`src/asa_pkg.sv`:
```
`timescale 1ns / 1ps
// Shared types, register indexes and constants of the acceptance step adjuster.
package asa_pkg;

    localparam int ITER_W     = 32;
    localparam int FRAC_W     = 17;
    localparam int FACTOR_W   = 17;
    localparam int LIMIT_W    = 32;
    localparam int WINDOW_W   = 16;
    localparam int STEP_OUT_W = 32;
    localparam int CFG_DATA_W = 32;
    localparam int CFG_IDX_W  = 3;
    localparam int Q_SHIFT    = 16;

    localparam logic [CFG_IDX_W-1:0] CFG_TARGET    = 3'd0;
    localparam logic [CFG_IDX_W-1:0] CFG_FACTOR    = 3'd1;
    localparam logic [CFG_IDX_W-1:0] CFG_LIMIT     = 3'd2;
    localparam logic [CFG_IDX_W-1:0] CFG_WINDOW    = 3'd3;
    localparam logic [CFG_IDX_W-1:0] CFG_INIT_STEP = 3'd4;

    localparam logic [FRAC_W-1:0]     TARGET_RST    = 17'd32768;
    localparam logic [FACTOR_W-1:0]   FACTOR_RST    = 17'd58982;
    localparam logic [LIMIT_W-1:0]    LIMIT_RST     = 32'd10000;
    localparam logic [WINDOW_W-1:0]   WINDOW_RST    = 16'd100;
    localparam logic [CFG_DATA_W-1:0] INIT_STEP_RST = 32'd65536;

    localparam logic ARITH_DIV = 1'b0;
    localparam logic ARITH_MUL = 1'b1;

    typedef struct packed {
        logic [ITER_W-1:0] iteration_number;
        logic              move_accepted;
    } t_in_beat;

    typedef struct packed {
        logic [STEP_OUT_W-1:0] step_size;
        logic                  window_closed;
        logic [FRAC_W-1:0]     acceptance_fraction;
        logic                  step_grew;
    } t_out_beat;

    typedef struct packed {
        logic capture;
        logic count;
        logic start_mod;
        logic start_frac;
        logic frac_store;
        logic adj_start;
        logic step_store;
        logic out_load;
    } t_ctrl_cmd;

    typedef struct packed {
        logic in_range;
        logic window_zero;
        logic rem_zero;
        logic factor_zero;
        logic arith_done;
    } t_dp_stat;

endpackage

```
`src/asa_in_if.sv`:
```
`timescale 1ns / 1ps
// Valid/ready channel that carries one trial beat into the adjuster.
interface asa_in_if import asa_pkg::*; ();
    logic     valid;
    logic     ready;
    t_in_beat payload;

    modport source (output valid, output payload, input ready);
    modport sink (input valid, input payload, output ready);
endinterface

```
`src/asa_out_if.sv`:
```
`timescale 1ns / 1ps
// Valid/ready channel that carries one result beat out of the adjuster.
interface asa_out_if import asa_pkg::*; ();
    logic      valid;
    logic      ready;
    t_out_beat payload;

    modport source (output valid, output payload, input ready);
    modport sink (input valid, input payload, output ready);
endinterface

```
`src/asa_arith.sv`:
```
`timescale 1ns / 1ps
// Shared iterative unit: restoring divider at two bits per cycle and shift-add multiplier.
module asa_arith import asa_pkg::*; #(
    parameter int DIV_W  = 48,
    parameter int DVSR_W = 17,
    parameter int STEP_W = 32,
    parameter int CNT_W  = 5
) (
    input  logic                       i_clk,
    input  logic                       i_rst_n,
    input  logic                       i_start,
    input  logic                       i_op,
    input  logic [CNT_W-1:0]           i_cycles,
    input  logic [DIV_W-1:0]           i_dividend,
    input  logic [DVSR_W-1:0]          i_divisor,
    input  logic [STEP_W-1:0]          i_mcand,
    input  logic [FACTOR_W-1:0]        i_mplier,
    output logic                       o_done,
    output logic [DIV_W-1:0]           o_quo,
    output logic [DVSR_W-1:0]          o_rem,
    output logic [STEP_W+FACTOR_W-1:0] o_prod
);

    localparam int PROD_W = STEP_W + FACTOR_W;

    logic                r_busy, n_busy;
    logic                r_done, n_done;
    logic                r_op, n_op;
    logic [CNT_W-1:0]    r_cnt, n_cnt;
    logic [DIV_W-1:0]    r_quo, n_quo;
    logic [DVSR_W-1:0]   r_rem, n_rem;
    logic [DVSR_W-1:0]   r_div, n_div;
    logic [STEP_W-1:0]   r_mcand, n_mcand;
    logic [PROD_W-1:0]   r_prod, n_prod;

    logic [DVSR_W:0]     s1, s2;
    logic [DVSR_W-1:0]   rem1, rem2;
    logic                q1, q2;
    logic [STEP_W:0]     psum;

    always_comb begin
        s1   = {r_rem, r_quo[DIV_W-1]};
        q1   = s1 >= {1'b0, r_div};
        rem1 = q1 ? DVSR_W'(s1 - {1'b0, r_div}) : s1[DVSR_W-1:0];
        s2   = {rem1, r_quo[DIV_W-2]};
        q2   = s2 >= {1'b0, r_div};
        rem2 = q2 ? DVSR_W'(s2 - {1'b0, r_div}) : s2[DVSR_W-1:0];
        psum = {1'b0, r_prod[PROD_W-1:FACTOR_W]}
             + (r_prod[0] ? {1'b0, r_mcand} : {(STEP_W + 1){1'b0}});
    end

    always_comb begin
        n_busy  = r_busy;
        n_done  = 1'b0;
        n_op    = r_op;
        n_cnt   = r_cnt;
        n_quo   = r_quo;
        n_rem   = r_rem;
        n_div   = r_div;
        n_mcand = r_mcand;
        n_prod  = r_prod;
        if (i_start) begin
            n_busy  = 1'b1;
            n_op    = i_op;
            n_cnt   = i_cycles;
            n_quo   = i_dividend;
            n_rem   = '0;
            n_div   = i_divisor;
            n_mcand = i_mcand;
            n_prod  = {{STEP_W{1'b0}}, i_mplier};
        end else if (r_busy) begin
            if (r_op == ARITH_DIV) begin
                n_quo = {r_quo[DIV_W-3:0], q1, q2};
                n_rem = rem2;
            end else begin
                n_prod = {psum, r_prod[FACTOR_W-1:1]};
            end
            n_cnt = r_cnt - 1'b1;
            if (r_cnt == CNT_W'(1)) begin
                n_busy = 1'b0;
                n_done = 1'b1;
            end
        end
    end

    always_ff @(posedge i_clk) begin
        if (!i_rst_n) begin
            r_busy <= 1'b0;
            r_done <= 1'b0;
        end else begin
            r_busy <= n_busy;
            r_done <= n_done;
        end
        r_op    <= n_op;
        r_cnt   <= n_cnt;
        r_quo   <= n_quo;
        r_rem   <= n_rem;
        r_div   <= n_div;
        r_mcand <= n_mcand;
        r_prod  <= n_prod;
    end

    assign o_done = r_done;
    assign o_quo  = r_quo;
    assign o_rem  = r_rem;
    assign o_prod = r_prod;

endmodule

```
`src/asa_dp.sv`:
```
`timescale 1ns / 1ps
// Datapath: configuration, counters, step and fraction state, shared arithmetic and result register.
module asa_dp import asa_pkg::*; #(
    parameter int COUNT_WIDTH = 16,
    parameter int STEP_WIDTH  = 32
) (
    input  logic                  i_clk,
    input  logic                  i_rst_n,
    input  logic                  i_cfg_we,
    input  logic [CFG_IDX_W-1:0]  i_cfg_index,
    input  logic [CFG_DATA_W-1:0] i_cfg_data,
    input  t_in_beat              i_in_beat,
    input  t_ctrl_cmd             i_cmd,
    output t_dp_stat              o_stat,
    output t_out_beat             o_out_beat
);

    localparam int N_MOD0  = ITER_W;
    localparam int N_MOD   = N_MOD0 + (N_MOD0 % 2);
    localparam int N_FRAC0 = COUNT_WIDTH + Q_SHIFT;
    localparam int N_FRAC  = N_FRAC0 + (N_FRAC0 % 2);
    localparam int N_GROW0 = STEP_WIDTH + Q_SHIFT;
    localparam int N_GROW  = N_GROW0 + (N_GROW0 % 2);
    localparam int DW1     = (N_FRAC > N_MOD) ? N_FRAC : N_MOD;
    localparam int DIV_W   = (N_GROW > DW1) ? N_GROW : DW1;
    localparam int DVSR_W  = (COUNT_WIDTH + 1 > FACTOR_W) ? COUNT_WIDTH + 1 : FACTOR_W;
    localparam int CYC_MAX = (DIV_W / 2 > FACTOR_W) ? DIV_W / 2 : FACTOR_W;
    localparam int CNT_W   = $clog2(CYC_MAX + 1);
    localparam int PROD_W  = STEP_WIDTH + FACTOR_W;
    localparam int SH_MOD  = DIV_W - N_MOD;
    localparam int SH_FRAC = DIV_W - N_FRAC;
    localparam int SH_GROW = DIV_W - N_GROW;

    localparam logic [COUNT_WIDTH-1:0] COUNT_MAX = {COUNT_WIDTH{1'b1}};
    localparam logic [STEP_WIDTH-1:0]  STEP_MAX  = {STEP_WIDTH{1'b1}};

    logic [FRAC_W-1:0]      r_target;
    logic [FACTOR_W-1:0]    r_factor;
    logic [LIMIT_W-1:0]     r_limit;
    logic [WINDOW_W-1:0]    r_window;
    logic [STEP_WIDTH-1:0]  r_step, n_step;
    logic [COUNT_WIDTH-1:0] r_acc_cnt, n_acc_cnt;
    logic [COUNT_WIDTH-1:0] r_rej_cnt, n_rej_cnt;
    logic [FRAC_W-1:0]      r_frac, n_frac;
    logic [ITER_W-1:0]      r_iter;
    logic                   r_acc;
    logic                   r_closed, n_closed;
    logic                   r_grow, n_grow;
    t_out_beat              r_out;

    logic [COUNT_WIDTH:0]   total;
    logic [FRAC_W-1:0]      quo_frac;
    logic                   arith_start;
    logic                   arith_op;
    logic [CNT_W-1:0]       arith_cycles;
    logic [DIV_W-1:0]       arith_dividend;
    logic [DVSR_W-1:0]      arith_divisor;
    logic                   arith_done;
    logic [DIV_W-1:0]       arith_quo;
    logic [DVSR_W-1:0]      arith_rem;
    logic [PROD_W-1:0]      arith_prod;
    logic [STEP_WIDTH-1:0]  grow_val;
    logic [STEP_WIDTH-1:0]  shrink_val;

    assign total    = {1'b0, r_acc_cnt} + {1'b0, r_rej_cnt};
    assign quo_frac = arith_quo[FRAC_W-1:0];

    always_comb begin
        arith_op       = ARITH_DIV;
        arith_cycles   = CNT_W'(N_MOD / 2);
        arith_dividend = DIV_W'(r_iter) << SH_MOD;
        arith_divisor  = DVSR_W'(r_window);
        if (i_cmd.start_frac) begin
            arith_cycles   = CNT_W'(N_FRAC / 2);
            arith_dividend = DIV_W'({r_acc_cnt, {Q_SHIFT{1'b0}}}) << SH_FRAC;
            arith_divisor  = DVSR_W'(total);
        end else if (i_cmd.adj_start && r_grow) begin
            arith_cycles   = CNT_W'(N_GROW / 2);
            arith_dividend = DIV_W'({r_step, {Q_SHIFT{1'b0}}}) << SH_GROW;
            arith_divisor  = DVSR_W'(r_factor);
        end else if (i_cmd.adj_start) begin
            arith_op     = ARITH_MUL;
            arith_cycles = CNT_W'(FACTOR_W);
        end
    end

    assign arith_start = i_cmd.start_mod | i_cmd.start_frac
                       | (i_cmd.adj_start & (r_factor != '0));

    asa_arith #(
        .DIV_W  (DIV_W),
        .DVSR_W (DVSR_W),
        .STEP_W (STEP_WIDTH),
        .CNT_W  (CNT_W)
    ) u_arith (
        .i_clk      (i_clk),
        .i_rst_n    (i_rst_n),
        .i_start    (arith_start),
        .i_op       (arith_op),
        .i_cycles   (arith_cycles),
        .i_dividend (arith_dividend),
        .i_divisor  (arith_divisor),
        .i_mcand    (r_step),
        .i_mplier   (r_factor),
        .o_done     (arith_done),
        .o_quo      (arith_quo),
        .o_rem      (arith_rem),
        .o_prod     (arith_prod)
    );

    assign grow_val   = (|arith_quo[DIV_W-1:STEP_WIDTH]) ? STEP_MAX
                                                         : arith_quo[STEP_WIDTH-1:0];
    assign shrink_val = arith_prod[PROD_W-1] ? STEP_MAX
                                             : arith_prod[PROD_W-2:Q_SHIFT];

    always_comb begin
        o_stat.in_range    = r_iter <= r_limit;
        o_stat.window_zero = r_window == '0;
        o_stat.rem_zero    = arith_rem == '0;
        o_stat.factor_zero = r_factor == '0;
        o_stat.arith_done  = arith_done;
    end

    always_comb begin
        n_step    = r_step;
        n_acc_cnt = r_acc_cnt;
        n_rej_cnt = r_rej_cnt;
        n_frac    = r_frac;
        n_closed  = r_closed;
        n_grow    = r_grow;
        if (i_cmd.capture) begin
            n_closed = 1'b0;
            n_grow   = 1'b0;
        end
        if (i_cmd.count) begin
            if (r_acc) begin
                n_acc_cnt = (r_acc_cnt == COUNT_MAX) ? COUNT_MAX : r_acc_cnt + 1'b1;
            end else begin
                n_rej_cnt = (r_rej_cnt == COUNT_MAX) ? COUNT_MAX : r_rej_cnt + 1'b1;
            end
        end
        if (i_cmd.frac_store) begin
            n_frac    = quo_frac;
            n_grow    = !(quo_frac < r_target);
            n_closed  = 1'b1;
            n_acc_cnt = '0;
            n_rej_cnt = '0;
        end
        if (i_cmd.adj_start && (r_factor == '0)) begin
            n_step = r_grow ? STEP_MAX : '0;
        end
        if (i_cmd.step_store) begin
            n_step = r_grow ? grow_val : shrink_val;
        end
        if (i_cfg_we && (i_cfg_index == CFG_INIT_STEP)) begin
            n_step = STEP_WIDTH'(i_cfg_data);
        end
    end

    always_ff @(posedge i_clk) begin
        if (!i_rst_n) begin
            r_target    <= TARGET_RST;
            r_factor    <= FACTOR_RST;
            r_limit     <= LIMIT_RST;
            r_window    <= WINDOW_RST;
            r_step      <= STEP_WIDTH'(INIT_STEP_RST);
            r_acc_cnt   <= '0;
            r_rej_cnt   <= '0;
            r_frac      <= '0;
            r_closed    <= 1'b0;
            r_grow      <= 1'b0;
        end else begin
            if (i_cfg_we) begin
                case (i_cfg_index)
                    CFG_TARGET:    r_target    <= FRAC_W'(i_cfg_data);
                    CFG_FACTOR:    r_factor    <= FACTOR_W'(i_cfg_data);
                    CFG_LIMIT:     r_limit     <= LIMIT_W'(i_cfg_data);
                    CFG_WINDOW:    r_window    <= WINDOW_W'(i_cfg_data);
                    default: ;
                endcase
            end
            r_step    <= n_step;
            r_acc_cnt <= n_acc_cnt;
            r_rej_cnt <= n_rej_cnt;
            r_frac    <= n_frac;
            r_closed  <= n_closed;
            r_grow    <= n_grow;
        end
    end

    always_ff @(posedge i_clk) begin
        if (i_cmd.capture) begin
            r_iter <= i_in_beat.iteration_number;
            r_acc  <= i_in_beat.move_accepted;
        end
        if (i_cmd.out_load) begin
            r_out.step_size           <= STEP_OUT_W'(r_step);
            r_out.window_closed       <= r_closed;
            r_out.acceptance_fraction <= r_frac;
            r_out.step_grew           <= r_grow;
        end
    end

    assign o_out_beat = r_out;

    a_closed_clears: assert property (@(posedge i_clk) disable iff (!i_rst_n)
        i_cmd.out_load && r_closed |-> r_acc_cnt == '0 && r_rej_cnt == '0)
        else $error("Counters not cleared after a closed window.");

    a_grew_closed: assert property (@(posedge i_clk) disable iff (!i_rst_n)
        i_cmd.out_load && r_grow |-> r_closed)
        else $error("Step grew without a closed window.");

    a_frac_fits: assert property (@(posedge i_clk) disable iff (!i_rst_n)
        i_cmd.frac_store |-> arith_quo[DIV_W-1:FRAC_W] == '0 && quo_frac <= 17'd65536)
        else $error("Acceptance fraction out of range.");

endmodule

```
`src/asa_ctrl.sv`:
```
`timescale 1ns / 1ps
// Controller state machine that sequences counting, window test, fraction and step update.
module asa_ctrl import asa_pkg::*; (
    input  logic      i_clk,
    input  logic      i_rst_n,
    input  logic      i_in_valid,
    output logic      o_in_ready,
    input  logic      i_out_ready,
    output logic      o_out_valid,
    input  t_dp_stat  i_stat,
    output t_ctrl_cmd o_cmd
);

    localparam logic [2:0] S_IDLE   = 3'd0;
    localparam logic [2:0] S_CHECK  = 3'd1;
    localparam logic [2:0] S_MOD    = 3'd2;
    localparam logic [2:0] S_FRAC   = 3'd3;
    localparam logic [2:0] S_ADJ_GO = 3'd4;
    localparam logic [2:0] S_ADJ    = 3'd5;
    localparam logic [2:0] S_FINISH = 3'd6;

    logic [2:0] r_state, n_state;
    logic       r_out_valid, n_out_valid;

    always_comb begin
        n_state    = r_state;
        o_cmd      = '0;
        o_in_ready = 1'b0;
        case (r_state)
            S_IDLE: begin
                o_in_ready = 1'b1;
                if (i_in_valid) begin
                    o_cmd.capture = 1'b1;
                    n_state       = S_CHECK;
                end
            end
            S_CHECK: begin
                n_state = S_FINISH;
                if (i_stat.in_range) begin
                    o_cmd.count = 1'b1;
                    if (!i_stat.window_zero) begin
                        o_cmd.start_mod = 1'b1;
                        n_state         = S_MOD;
                    end
                end
            end
            S_MOD: begin
                if (i_stat.arith_done) begin
                    if (i_stat.rem_zero) begin
                        o_cmd.start_frac = 1'b1;
                        n_state          = S_FRAC;
                    end else begin
                        n_state = S_FINISH;
                    end
                end
            end
            S_FRAC: begin
                if (i_stat.arith_done) begin
                    o_cmd.frac_store = 1'b1;
                    n_state          = S_ADJ_GO;
                end
            end
            S_ADJ_GO: begin
                o_cmd.adj_start = 1'b1;
                n_state         = i_stat.factor_zero ? S_FINISH : S_ADJ;
            end
            S_ADJ: begin
                if (i_stat.arith_done) begin
                    o_cmd.step_store = 1'b1;
                    n_state          = S_FINISH;
                end
            end
            S_FINISH: begin
                if (!r_out_valid || i_out_ready) begin
                    o_cmd.out_load = 1'b1;
                    n_state        = S_IDLE;
                end
            end
            default: begin
                n_state = S_IDLE;
            end
        endcase
    end

    always_comb begin
        n_out_valid = r_out_valid;
        if (o_cmd.out_load) begin
            n_out_valid = 1'b1;
        end else if (i_out_ready) begin
            n_out_valid = 1'b0;
        end
    end

    always_ff @(posedge i_clk) begin
        if (!i_rst_n) begin
            r_state     <= S_IDLE;
            r_out_valid <= 1'b0;
        end else begin
            r_state     <= n_state;
            r_out_valid <= n_out_valid;
        end
    end

    assign o_out_valid = r_out_valid;

    a_done_when_waiting: assert property (@(posedge i_clk) disable iff (!i_rst_n)
        i_stat.arith_done |-> r_state == S_MOD || r_state == S_FRAC || r_state == S_ADJ)
        else $error("Arithmetic result arrived outside a waiting state.");

    a_accept_starts: assert property (@(posedge i_clk) disable iff (!i_rst_n)
        i_in_valid && o_in_ready |=> r_state == S_CHECK)
        else $error("Accepted beat did not start processing.");

endmodule

```
`src/acceptance_step_adjuster_core.sv`:
```
`timescale 1ns / 1ps
// Top level of the acceptance step adjuster: controller, datapath and channel wiring.
//
// One trial beat is processed at a time. A beat beyond the adjust limit or with a zero
// window goes from the check straight to the finish state; a beat inside the limit runs
// the iteration-modulo-window division in the shared divider, which retires two quotient
// bits per cycle. A beat that closes a window adds the fraction division and the step
// update: a division when the step grows, a multiplication when it shrinks (one factor
// bit per cycle), and with a zero factor the step is set straight to its maximum or to
// zero. A result beat waits in the finish state while the output register still holds a
// result that is not yet taken. A new beat is taken while the previous result still
// waits in the output register.
module acceptance_step_adjuster_core import asa_pkg::*; #(
    parameter int COUNT_WIDTH = 16,
    parameter int STEP_WIDTH  = 32
) (
    input  logic                  i_clk,
    input  logic                  i_rst_n,
    input  logic                  i_cfg_we,
    input  logic [CFG_IDX_W-1:0]  i_cfg_index,
    input  logic [CFG_DATA_W-1:0] i_cfg_data,
    asa_in_if.sink                i_in,
    asa_out_if.source             o_out
);

    t_ctrl_cmd cmd;
    t_dp_stat  stat;
    logic      in_ready;
    logic      out_valid;
    t_out_beat out_beat;

    asa_ctrl u_ctrl (
        .i_clk       (i_clk),
        .i_rst_n     (i_rst_n),
        .i_in_valid  (i_in.valid),
        .o_in_ready  (in_ready),
        .i_out_ready (o_out.ready),
        .o_out_valid (out_valid),
        .i_stat      (stat),
        .o_cmd       (cmd)
    );

    asa_dp #(
        .COUNT_WIDTH (COUNT_WIDTH),
        .STEP_WIDTH  (STEP_WIDTH)
    ) u_dp (
        .i_clk       (i_clk),
        .i_rst_n     (i_rst_n),
        .i_cfg_we    (i_cfg_we),
        .i_cfg_index (i_cfg_index),
        .i_cfg_data  (i_cfg_data),
        .i_in_beat   (i_in.payload),
        .i_cmd       (cmd),
        .o_stat      (stat),
        .o_out_beat  (out_beat)
    );

    assign i_in.ready    = in_ready;
    assign o_out.valid   = out_valid;
    assign o_out.payload = out_beat;

endmodule
```
`src/flat_wrapper.sv`:
```
// flat-port wrapper written by rule: the top's interface ports become plain ports
module acceptance_step_adjuster_core_flat import asa_pkg::*;
#(
    parameter int COUNT_WIDTH = 16,
    parameter int STEP_WIDTH  = 32
)
  (i_clk, i_rst_n, i_cfg_we, i_cfg_index, i_cfg_data, i_in_valid, i_in_payload, i_in_ready, o_out_valid, o_out_payload, o_out_ready);
  asa_in_if i_in_i ();
  asa_out_if o_out_i ();
  input  logic i_clk;
  input  logic i_rst_n;
  input  logic i_cfg_we;
  input  logic [CFG_IDX_W-1:0] i_cfg_index;
  input  logic [CFG_DATA_W-1:0] i_cfg_data;
  input wire logic [$bits(i_in_i.valid)-1:0] i_in_valid;
  input wire logic [$bits(i_in_i.payload)-1:0] i_in_payload;
  output wire logic [$bits(i_in_i.ready)-1:0] i_in_ready;
  output wire logic [$bits(o_out_i.valid)-1:0] o_out_valid;
  output wire logic [$bits(o_out_i.payload)-1:0] o_out_payload;
  input wire logic [$bits(o_out_i.ready)-1:0] o_out_ready;
  assign i_in_i.valid = i_in_valid;
  assign i_in_i.payload = i_in_payload;
  assign i_in_ready = i_in_i.ready;
  assign o_out_valid = o_out_i.valid;
  assign o_out_payload = o_out_i.payload;
  assign o_out_i.ready = o_out_ready;
  acceptance_step_adjuster_core #(.COUNT_WIDTH(COUNT_WIDTH), .STEP_WIDTH(STEP_WIDTH)) u_core (.i_clk(i_clk), .i_rst_n(i_rst_n), .i_cfg_we(i_cfg_we), .i_cfg_index(i_cfg_index), .i_cfg_data(i_cfg_data), .i_in(i_in_i), .o_out(o_out_i));
endmodule
```
`config.mk`:
```
export PLATFORM = sky130hd
export DESIGN_NAME = acceptance_step_adjuster_core_flat
export DESIGN_NICKNAME = d
export VERILOG_FILES = /design/src/asa_pkg.sv /design/src/asa_in_if.sv /design/src/asa_out_if.sv /design/src/asa_arith.sv /design/src/asa_dp.sv /design/src/asa_ctrl.sv /design/src/acceptance_step_adjuster_core.sv /design/src/flat_wrapper.sv
export SDC_FILE = /design/constraint.sdc
export NUM_CORES = 1
export LEC_CHECK = 0
export ABC_AREA = 1
export BUFFER_PORTS_ARGS = -buffer_cell sky130_fd_sc_hd__buf_4
export CAP_MARGIN = 30
export CORE_UTILIZATION = 45
export CTS_CLUSTER_SIZE = 30
export DETAILED_ROUTE_END_ITERATION = 12
export PLACE_DENSITY = 0.73
export SYNTH_ARGS = -nofsm -noshare
export SYNTH_HDL_FRONTEND = slang
export SYNTH_SLANG_ARGS = --single-unit
```
`constraint.sdc`:
```
create_clock -name i_clk -period 3.45 [get_ports i_clk]
set_clock_uncertainty 0.1 [all_clocks]
set_input_delay 0.5175 -clock i_clk [delete_from_list [all_inputs] [get_ports i_clk]]
set_output_delay 0.5175 -clock i_clk [all_outputs]
set_load 0.05 [all_outputs]
```
==> results of run 1 <==
[area by class of cell]
cell class              count  area, sq um
multi-input cells        2231        12100
fillers                  4878        23800
repair buffers            320         2590
flip-flops and latches    424        10500
clock inverters            25          274
inverters                 372         1410
repair inverters            1         8.76
well taps                 688          861
clock buffers              61         1240
[where the power goes]
| group | internal [uW] | leakage (uW) | switching (uW) |
|---|---|---|---|
| sequential | 6730 | 0.00369 | 687 |
| combinational | 3490 | 0.00845 | 5860 |
| clock | 2850 | 0.000732 | 2160 |
[registers in the layout (all words and copies together) (netlist names), 17 cells and up]
| name | flops |
|---|---|
| u_core.u_dp.r_target | 17 |
| u_core.u_dp.r_iter | 32 |
| u_core.u_dp.r_limit | 32 |
| u_core.u_dp.u_arith.o_prod | 49 |
| u_core.u_dp.u_arith.r_mcand | 32 |
| u_core.u_dp.r_frac | 17 |
| u_core.u_dp.r_step | 32 |
| u_core.u_dp.u_arith.o_rem | 17 |
| u_core.u_dp.u_arith.r_div | 17 |
| u_core.u_dp.r_factor | 17 |
| u_core.u_dp.o_out_beat | 51 |
| u_core.u_dp.u_arith.o_quo | 48 |
[synth_stat cells, types with 7 or more instances]
library cell,number
xnor2_1,11
xor2_1,40
nor2_1,218
o2111ai_1,9
inv_2,8
nor4_1,12
dfxtp_1,220
nand4_1,46
o21bai_1,27
a31oi_1,25
or2_2,14
a21o_1,7
inv_1,361
edfxtp_1,204
o211ai_1,27
nand3_1,183
nand2_1,827
nor3_1,35
a21oi_1,276
nand2_2,10
nand3b_1,16
clkbuf_1,79
ha_1,134
buf_1,8
o21ai_0,272
o21a_1,7
buf_2,30
[worst register-to-register path: cells and delay by family, from the launching register on]
| kind | cells | cell delay [ns] |
|---|---|---|
| buffers and inverters | 4 | 0.50 |
| AO/OA/AOI/OAI | 3 | 0.44 |
| flip-flops | 1 | 0.38 |
| AND/OR/NAND/NOR | 18 | 1.39 |
| adder cells (fa/ha/maj) | 3 | 0.78 |
[per-layer routing]
layer,up-vias,routed length (microns),GRT usage (%)
met5,-,16,0
met2,1115,33100,42.2
met4,4,2940,10.3
li1,11000,-,-
met3,162,7770,4.13
met1,10500,32300,39.5
[cell families after synthesis]
kind of cell	Yosys count
AOI/OAI and AO/OA	669
xor gates and xnor gates	51
adders and majority gates	138
and+or+nand+nor	1371
DFF	424
buffers and inverters	497
[layout by cell type (no fill, tap or decap), drive strengths merged, types with 40 or more instances in the layout]
master	synthesis	routed
edfxtp	204	204
xor2	40	40
dfxtp	220	220
nor2	220	222
a21oi	276	276
o21ai	282	282
nand4	47	47
inv	370	373
nand2	838	838
clkbuf	79	62
ha	134	134
nand3	185	185
buf	46	286
[through the flow]
stage	setup TNS [ns]	worst slack, ns	power (uW)
after floorplan	-0.638	-0.0649	12800
after global placement	-3.23	-0.199	15700
after detailed placement	-4.18	-0.286	15800
after CTS	-2.52	-0.164	21200
after global routing	-7.21	-0.443	23000
final	-3.09	-0.217	21800
[what timing repair did]
item	in CTS	in global routing
pin swaps	4	43
hold endpoints to repair	33	0
setup buffers	7	6
hold buffers	33	0
gates cloned	3	2
setup endpoints to repair	18	18
resized for setup	38	58
[final timing paths]
kind | from | to
worst max-delay path | u_core.u_dp.u_arith.o_quo[47]$_DFFE_PP_ | u_core.u_dp.u_arith.o_rem[6]$_SDFFE_PN0P_
worst min-delay path | i_cfg_data[9] | u_core.u_dp.r_factor[9]$_SDFFE_PN1P_
worst max register to register | u_core.u_dp.u_arith.o_quo[47]$_DFFE_PP_ | u_core.u_dp.u_arith.o_rem[6]$_SDFFE_PN0P_
worst min register to register | u_core.u_dp.r_frac[2]$_SDFFE_PN0P_ | u_core.u_dp.o_out_beat[3]$_DFFE_PP_
==> results.sh, run 1 <==
export IMPL_synth_seq_cells=424
export IMPL_yosysWarnings=0
export IMPL_placed_cells=3985
export IMPL_synthFlopType="dfxtp_1"
export IMPL_ys_top_cells_by_area="edfxtp_1 25%, dfxtp_1 18%, nand2_1 13%, ha_1 7.0%, a21oi_1 5.7%"
export IMPL_drtIter0Drc=2542
export IMPL_crit_fanout=7
export IMPL_hpwlAfterDp_microns=55700
export IMPL_syn2layout_area_growth_pct=20.4
export IMPL_period_share_pct=106
export IMPL_drt_wl_total_microns=76100
export IMPL_leakage_uw=0.0129
export IMPL_clock_sinks=424
export IMPL_clock_latency_ns=0.62
export IMPL_synth_fa_ha_area_share_pct=7.29
export IMPL_antenna_found_initial=4
export IMPL_hold_viol=0
export IMPL_cts_htree_levels=2
export IMPL_grt_overflow=0
export IMPL_cp_required_ns=3.85
export IMPL_slowest_stage="fa_2"
export IMPL_cp_common_cell="nand2_2"
export IMPL_yosys_cell_types_count=46
export IMPL_drive_gt1_share_pct=14.0
export IMPL_syn_nets=3361
export IMPL_start_util_pct=45.6
export IMPL_cp_start_kind="register"
export IMPL_drc=8
export IMPL_grt_pass1_vias=20900
export IMPL_hold_class="in2reg"
export IMPL_violations="design-rule violations, negative setup slack"
export IMPL_endpoint_kind="register"
export IMPL_yosys_area_top_type="edfxtp_1"
export IMPL_ys_seq_area_share_pct=43.7
export IMPL_cp_num_cells=28
export IMPL_crit_type="reg2reg"
export IMPL_slew_headroom_pct=37.2
export IMPL_regToRegSetupSlack_ns=-0.22
export IMPL_nNetsFinal=3607
export IMPL_synth_simple_area_share_pct=24.0
export IMPL_setup_ws_ns=-0.217
export IMPL_r2r_cells=28
export IMPL_syn_avg_cell_area_sq_um=7.65
export IMPL_track_usage_pct=27.7
export IMPL_maxCapViolCount=0
export IMPL_worst_pin_slew_ns=0.940
export IMPL_io_buffers=125
export IMPL_cts_tree="yes"
export IMPL_synth_top_family_by_area="simple AND/OR/NAND/NOR gates"
export IMPL_holdWs_ns=0.0560
export IMPL_dieArea_sq_um=54400
export IMPL_cts_buffer_depth=3
export IMPL_path_clk_slew_ns=0.07
export IMPL_synth_edf_count=204
export IMPL_synth_xor_area_share_pct=1.85
export IMPL_syn_instance_count=3150
export IMPL_synth_top_cell_area_share_pct=25.4
export IMPL_min_path_cells=3
export IMPL_crit_buf_inv=4
export IMPL_placed_area_sq_um=26600
export IMPL_syn_area_sq_um=24100
export IMPL_finalCoreUtilization_pct=54.9
export IMPL_root_buffer="clkbuf_16"
export IMPL_drt_pass1_iterations=10
export IMPL_muxShareOfSynthArea_pct=0
export IMPL_die_h_microns=233
export IMPL_setup_viol=18
export IMPL_power_density_nw_per_um2=751
export IMPL_rsz0062_at_grt="true"
export IMPL_fin_cells=4122
export IMPL_routabilityCongestion=0.965
export IMPL_arrival_ns=4.07
export IMPL_grt_pass1_wl_microns=117000
export IMPL_final_cell_area_sq_um=29000
export IMPL_die_w_microns=233
export IMPL_ant_nets=0
export IMPL_vias=22800
export IMPL_num_rows=84
export IMPL_fp_coreArea_sq_um=52800
export IMPL_critPathTopFamily="simple AND/OR/NAND/NOR gates"
export IMPL_ir_worst_vdd_mv=0.549
export IMPL_routedWlPerCell_microns=18.5
export IMPL_vias_per_cell=5.53
export IMPL_cts_made_buffers=46
export IMPL_final_max_slew_viol_count=0
export IMPL_status="finished, violations left"
export IMPL_fin_crit_ns=3.67
export IMPL_io_pins=126
export IMPL_max_stage_delay_ns=0.39
export IMPL_synthArstFlopShare_pct=0
export IMPL_n_antenna_cell=0
export IMPL_fmax_mhz=273
export IMPL_synth_compound_area_share_pct=15.0
export IMPL_grt_max_degree=107
Power figures use the tool's default switching activity.
==> run 2, diff against run 1 <==
--- a/config.mk
+++ b/config.mk
@@ -12,6 +12,7 @@
 export CTS_CLUSTER_SIZE = 30
 export DETAILED_ROUTE_END_ITERATION = 12
 export PLACE_DENSITY = 0.73
+export SKIP_LAST_GASP = 1
 export SYNTH_ARGS = -nofsm -noshare
 export SYNTH_HDL_FRONTEND = slang
 export SYNTH_SLANG_ARGS = --single-unit
==> run 2 against run 1 <==
  * The run still ends with design-rule violations, negative setup slack left
  * Hold slack about the same
  * Clock-buffer cell count unchanged
  * Non-clock buffer count unchanged
  * Maximum frequency down 0.15%
  * First-iteration DRC count down 0.35%
  * Die area unchanged
  * Sequential share of layout area about the same
  * Utilization about the same
  * Clock power about the same
  * Critical endpoint unchanged
  * Largest power group unchanged
==> results.sh, run 2 (synthesized netlist as in run 1, its figures left out) <==
export IMPL_cp_required_ns=3.85
export IMPL_fp_coreArea_sq_um=52800
export IMPL_hold_viol=0
export IMPL_io_buffers=125
export IMPL_num_rows=84
export IMPL_hold_class="in2reg"
export IMPL_fin_tns_setup_ns=-3.33
export IMPL_io_pins=126
export IMPL_drive_gt1_share_pct=14.0
export IMPL_crit_reg2reg_launch="u_core.u_dp.u_arith.o_quo[47]$_DFFE_PP_"
export IMPL_status="finished, violations left"
export IMPL_seqCellArea_sq_um=10500
export IMPL_clock_sinks=424
export IMPL_power_density_nw_per_um2=751
export IMPL_p_switching_uw=8690
export IMPL_cts_buffer_depth=3
export IMPL_cp_common_cell="nand2_2"
export IMPL_worst_pin_slew_ns=0.949
export IMPL_drc=16
export IMPL_worstReg2RegEnd="u_core.u_dp.u_arith.o_rem[6]$_SDFFE_PN0P_"
export IMPL_crit_buf_inv=4
export IMPL_track_usage_pct=27.7
export IMPL_setup_viol=18
export IMPL_root_buffer="clkbuf_16"
export IMPL_vias_per_cell=5.51
export IMPL_cts_made_buffers=46
export IMPL_cts_htree_levels=2
export IMPL_combPwrFrac_pct=43.0
export IMPL_ir_worst_vdd_mv=0.546
export IMPL_cts_tree="yes"
export IMPL_drt_wl_total_microns=76000
export IMPL_hp_start="i_cfg_data[9]"
export IMPL_multi_input_area_sq_um=12100
export IMPL_vias=22700
export IMPL_p_clk_share_pct=23.0
export IMPL_critPathTopFamily="simple AND/OR/NAND/NOR gates"
export IMPL_cp_start_kind="register"
export IMPL_fin_crit_ns=3.67
export IMPL_ant_nets=0
export IMPL_violations="design-rule violations, negative setup slack"
export IMPL_drtIter0Drc=2533
export IMPL_leakage_uw=0.0129
export IMPL_final_cell_area_sq_um=29000
export IMPL_clock_latency_ns=0.62
export IMPL_grt_pass1_vias=20900
export IMPL_start_util_pct=45.6
export IMPL_maxCapViolCount=0
export IMPL_slowest_stage="fa_2"
export IMPL_max_stage_delay_ns=0.39
export IMPL_placed_area_sq_um=26600
export IMPL_largest_reg_flops=51
export IMPL_fmax_mhz=272
export IMPL_antenna_found_initial=4
export IMPL_setup_ws_ns=-0.223
export IMPL_rsz0062_at_grt="true"
export IMPL_die_w_microns=233
export IMPL_switching_share_pct=40.0
export IMPL_routedWlPerCell_microns=18.4
export IMPL_final_common_cell="nand2_1"
export IMPL_grt_overflow=0
export IMPL_die_h_microns=233
export IMPL_nNetsFinal=3607
export IMPL_slew_headroom_pct=36.6
export IMPL_endpoint_kind="register"
export IMPL_min_path_cells=3
export IMPL_r2r_cells=28
export IMPL_regToRegSetupSlack_ns=-0.22
export IMPL_syn2layout_area_growth_pct=20.3
export IMPL_routabilityCongestion=0.965
export IMPL_min_to="u_core.u_dp.r_factor[9]$_SDFFE_PN1P_"
export IMPL_hpwlAfterDp_microns=55700
export IMPL_p_int_uw=13100
export IMPL_grt_pass1_wl_microns=117000
export IMPL_path_clk_slew_ns=0.07
export IMPL_crit_type="reg2reg"
export IMPL_nFillCells=4884
export IMPL_grt_max_degree=107
export IMPL_pwr_share_seq_pct=34.0
export IMPL_crit_fanout=7
export IMPL_final_max_slew_viol_count=0
export IMPL_final_cell_mix="802 x nand2_1, 356 x inv_1, 277 x buf_4, 268 x a21oi_1, 259 x o21ai_0"
export IMPL_arrival_ns=4.08
export IMPL_dieArea_sq_um=54400
export IMPL_period_share_pct=106
export IMPL_drt_pass1_iterations=10
## run 2: worst max path at each step
| stage | start | cells past startpoint | endpoint | slack (ns) |
|---|---|---|---|---|
| after CTS | u_core.u_dp.u_arith.o_quo[47]$_DFFE_PP_ | 29 | u_core.u_dp.u_arith.o_rem[9]$_SDFFE_PN0P_ | -0.17 |
| after global placement | u_core.u_dp.u_arith.o_quo[47]$_DFFE_PP_ | 26 | u_core.u_dp.u_arith.o_quo[0]$_SDFFCE_PN0P_ | -0.20 |
| after global routing | u_core.u_dp.u_arith.o_quo[47]$_DFFE_PP_ | 28 | u_core.u_dp.u_arith.o_rem[9]$_SDFFE_PN0P_ | -0.45 |
| final | u_core.u_dp.u_arith.o_quo[47]$_DFFE_PP_ | 28 | u_core.u_dp.u_arith.o_rem[6]$_SDFFE_PN0P_ | -0.22 |
| after detailed placement | u_core.u_dp.u_arith.o_quo[47]$_DFFE_PP_ | 29 | u_core.u_dp.u_arith.o_rem[1]$_SDFFE_PN0P_ | -0.29 |
| after floorplan | u_core.u_dp.u_arith.o_quo[47]$_DFFE_PP_ | 31 | u_core.u_dp.u_arith.o_rem[9]$_SDFFE_PN0P_ | -0.06 |
## run 2: area by class of cell
| type | count | share of cell area, % |
|---|---|---|
| repair inverters | 1 | 0.0302 |
| clock inverters | 25 | 0.946 |
| well taps | 688 | 2.97 |
| inverters | 372 | 4.87 |
| multi-input cells | 2231 | 41.6 |
| flip-flops and latches | 424 | 36.3 |
| repair buffers | 320 | 8.93 |
| clock buffers | 61 | 4.27 |
| diodes | 1 | 0.00864 |
## run 2: per-stage QoR
step / hold slack (ns) / setup WS, ns / util, % / std cells / power [uW]
after floorplan: 0.303 / -0.0649 / - / 3150 / 12800
after global placement: 0.309 / -0.199 / 50.4 / 3985 / 15700
after detailed placement: 0.310 / -0.286 / 50.4 / 3985 / 15800
after CTS: 0.0388 / -0.167 / 54.4 / 4114 / 21200
after global routing: 0.0630 / -0.454 / 54.9 / 4122 / 23000
final: 0.0556 / -0.223 / 54.9 / 4123 / 21800
## run 2: per-layer routing
layer	GRT usage, %	share of wire, %	up-vias
li1	-	-	11000
met1	39.5	43	10400
met2	42.2	43	1132
met3	4.13	10	163
met4	10.3	3.9	4
met5	0	0.021	-
## run 2: tightest hold or removal path, cell delays in order
cell and delay (ns):
buf_4 0.11, nand2_1 0.05, o211ai_1 0.06
## run 2: what timing repair did
item                                    in CTS  in global routing
hold buffers                                33                  0
endpoints found under the hold margin       33                  0
pin swaps                                    2                 42
endpoints found under the setup margin      18                 18
gates resized for setup                     37                 55
gates cloned                                 3                  2
setup buffers                                7                  6
## run 2: power by group through the flow
stage	clock, uW	sequential (uW)	combinational, uW
after floorplan	0	7270	5500
after global placement	0	7450	8300
after detailed placement	0	7470	8380
after CTS	5070	7380	8790
after global routing	5250	7480	10300
final	5000	7410	9340
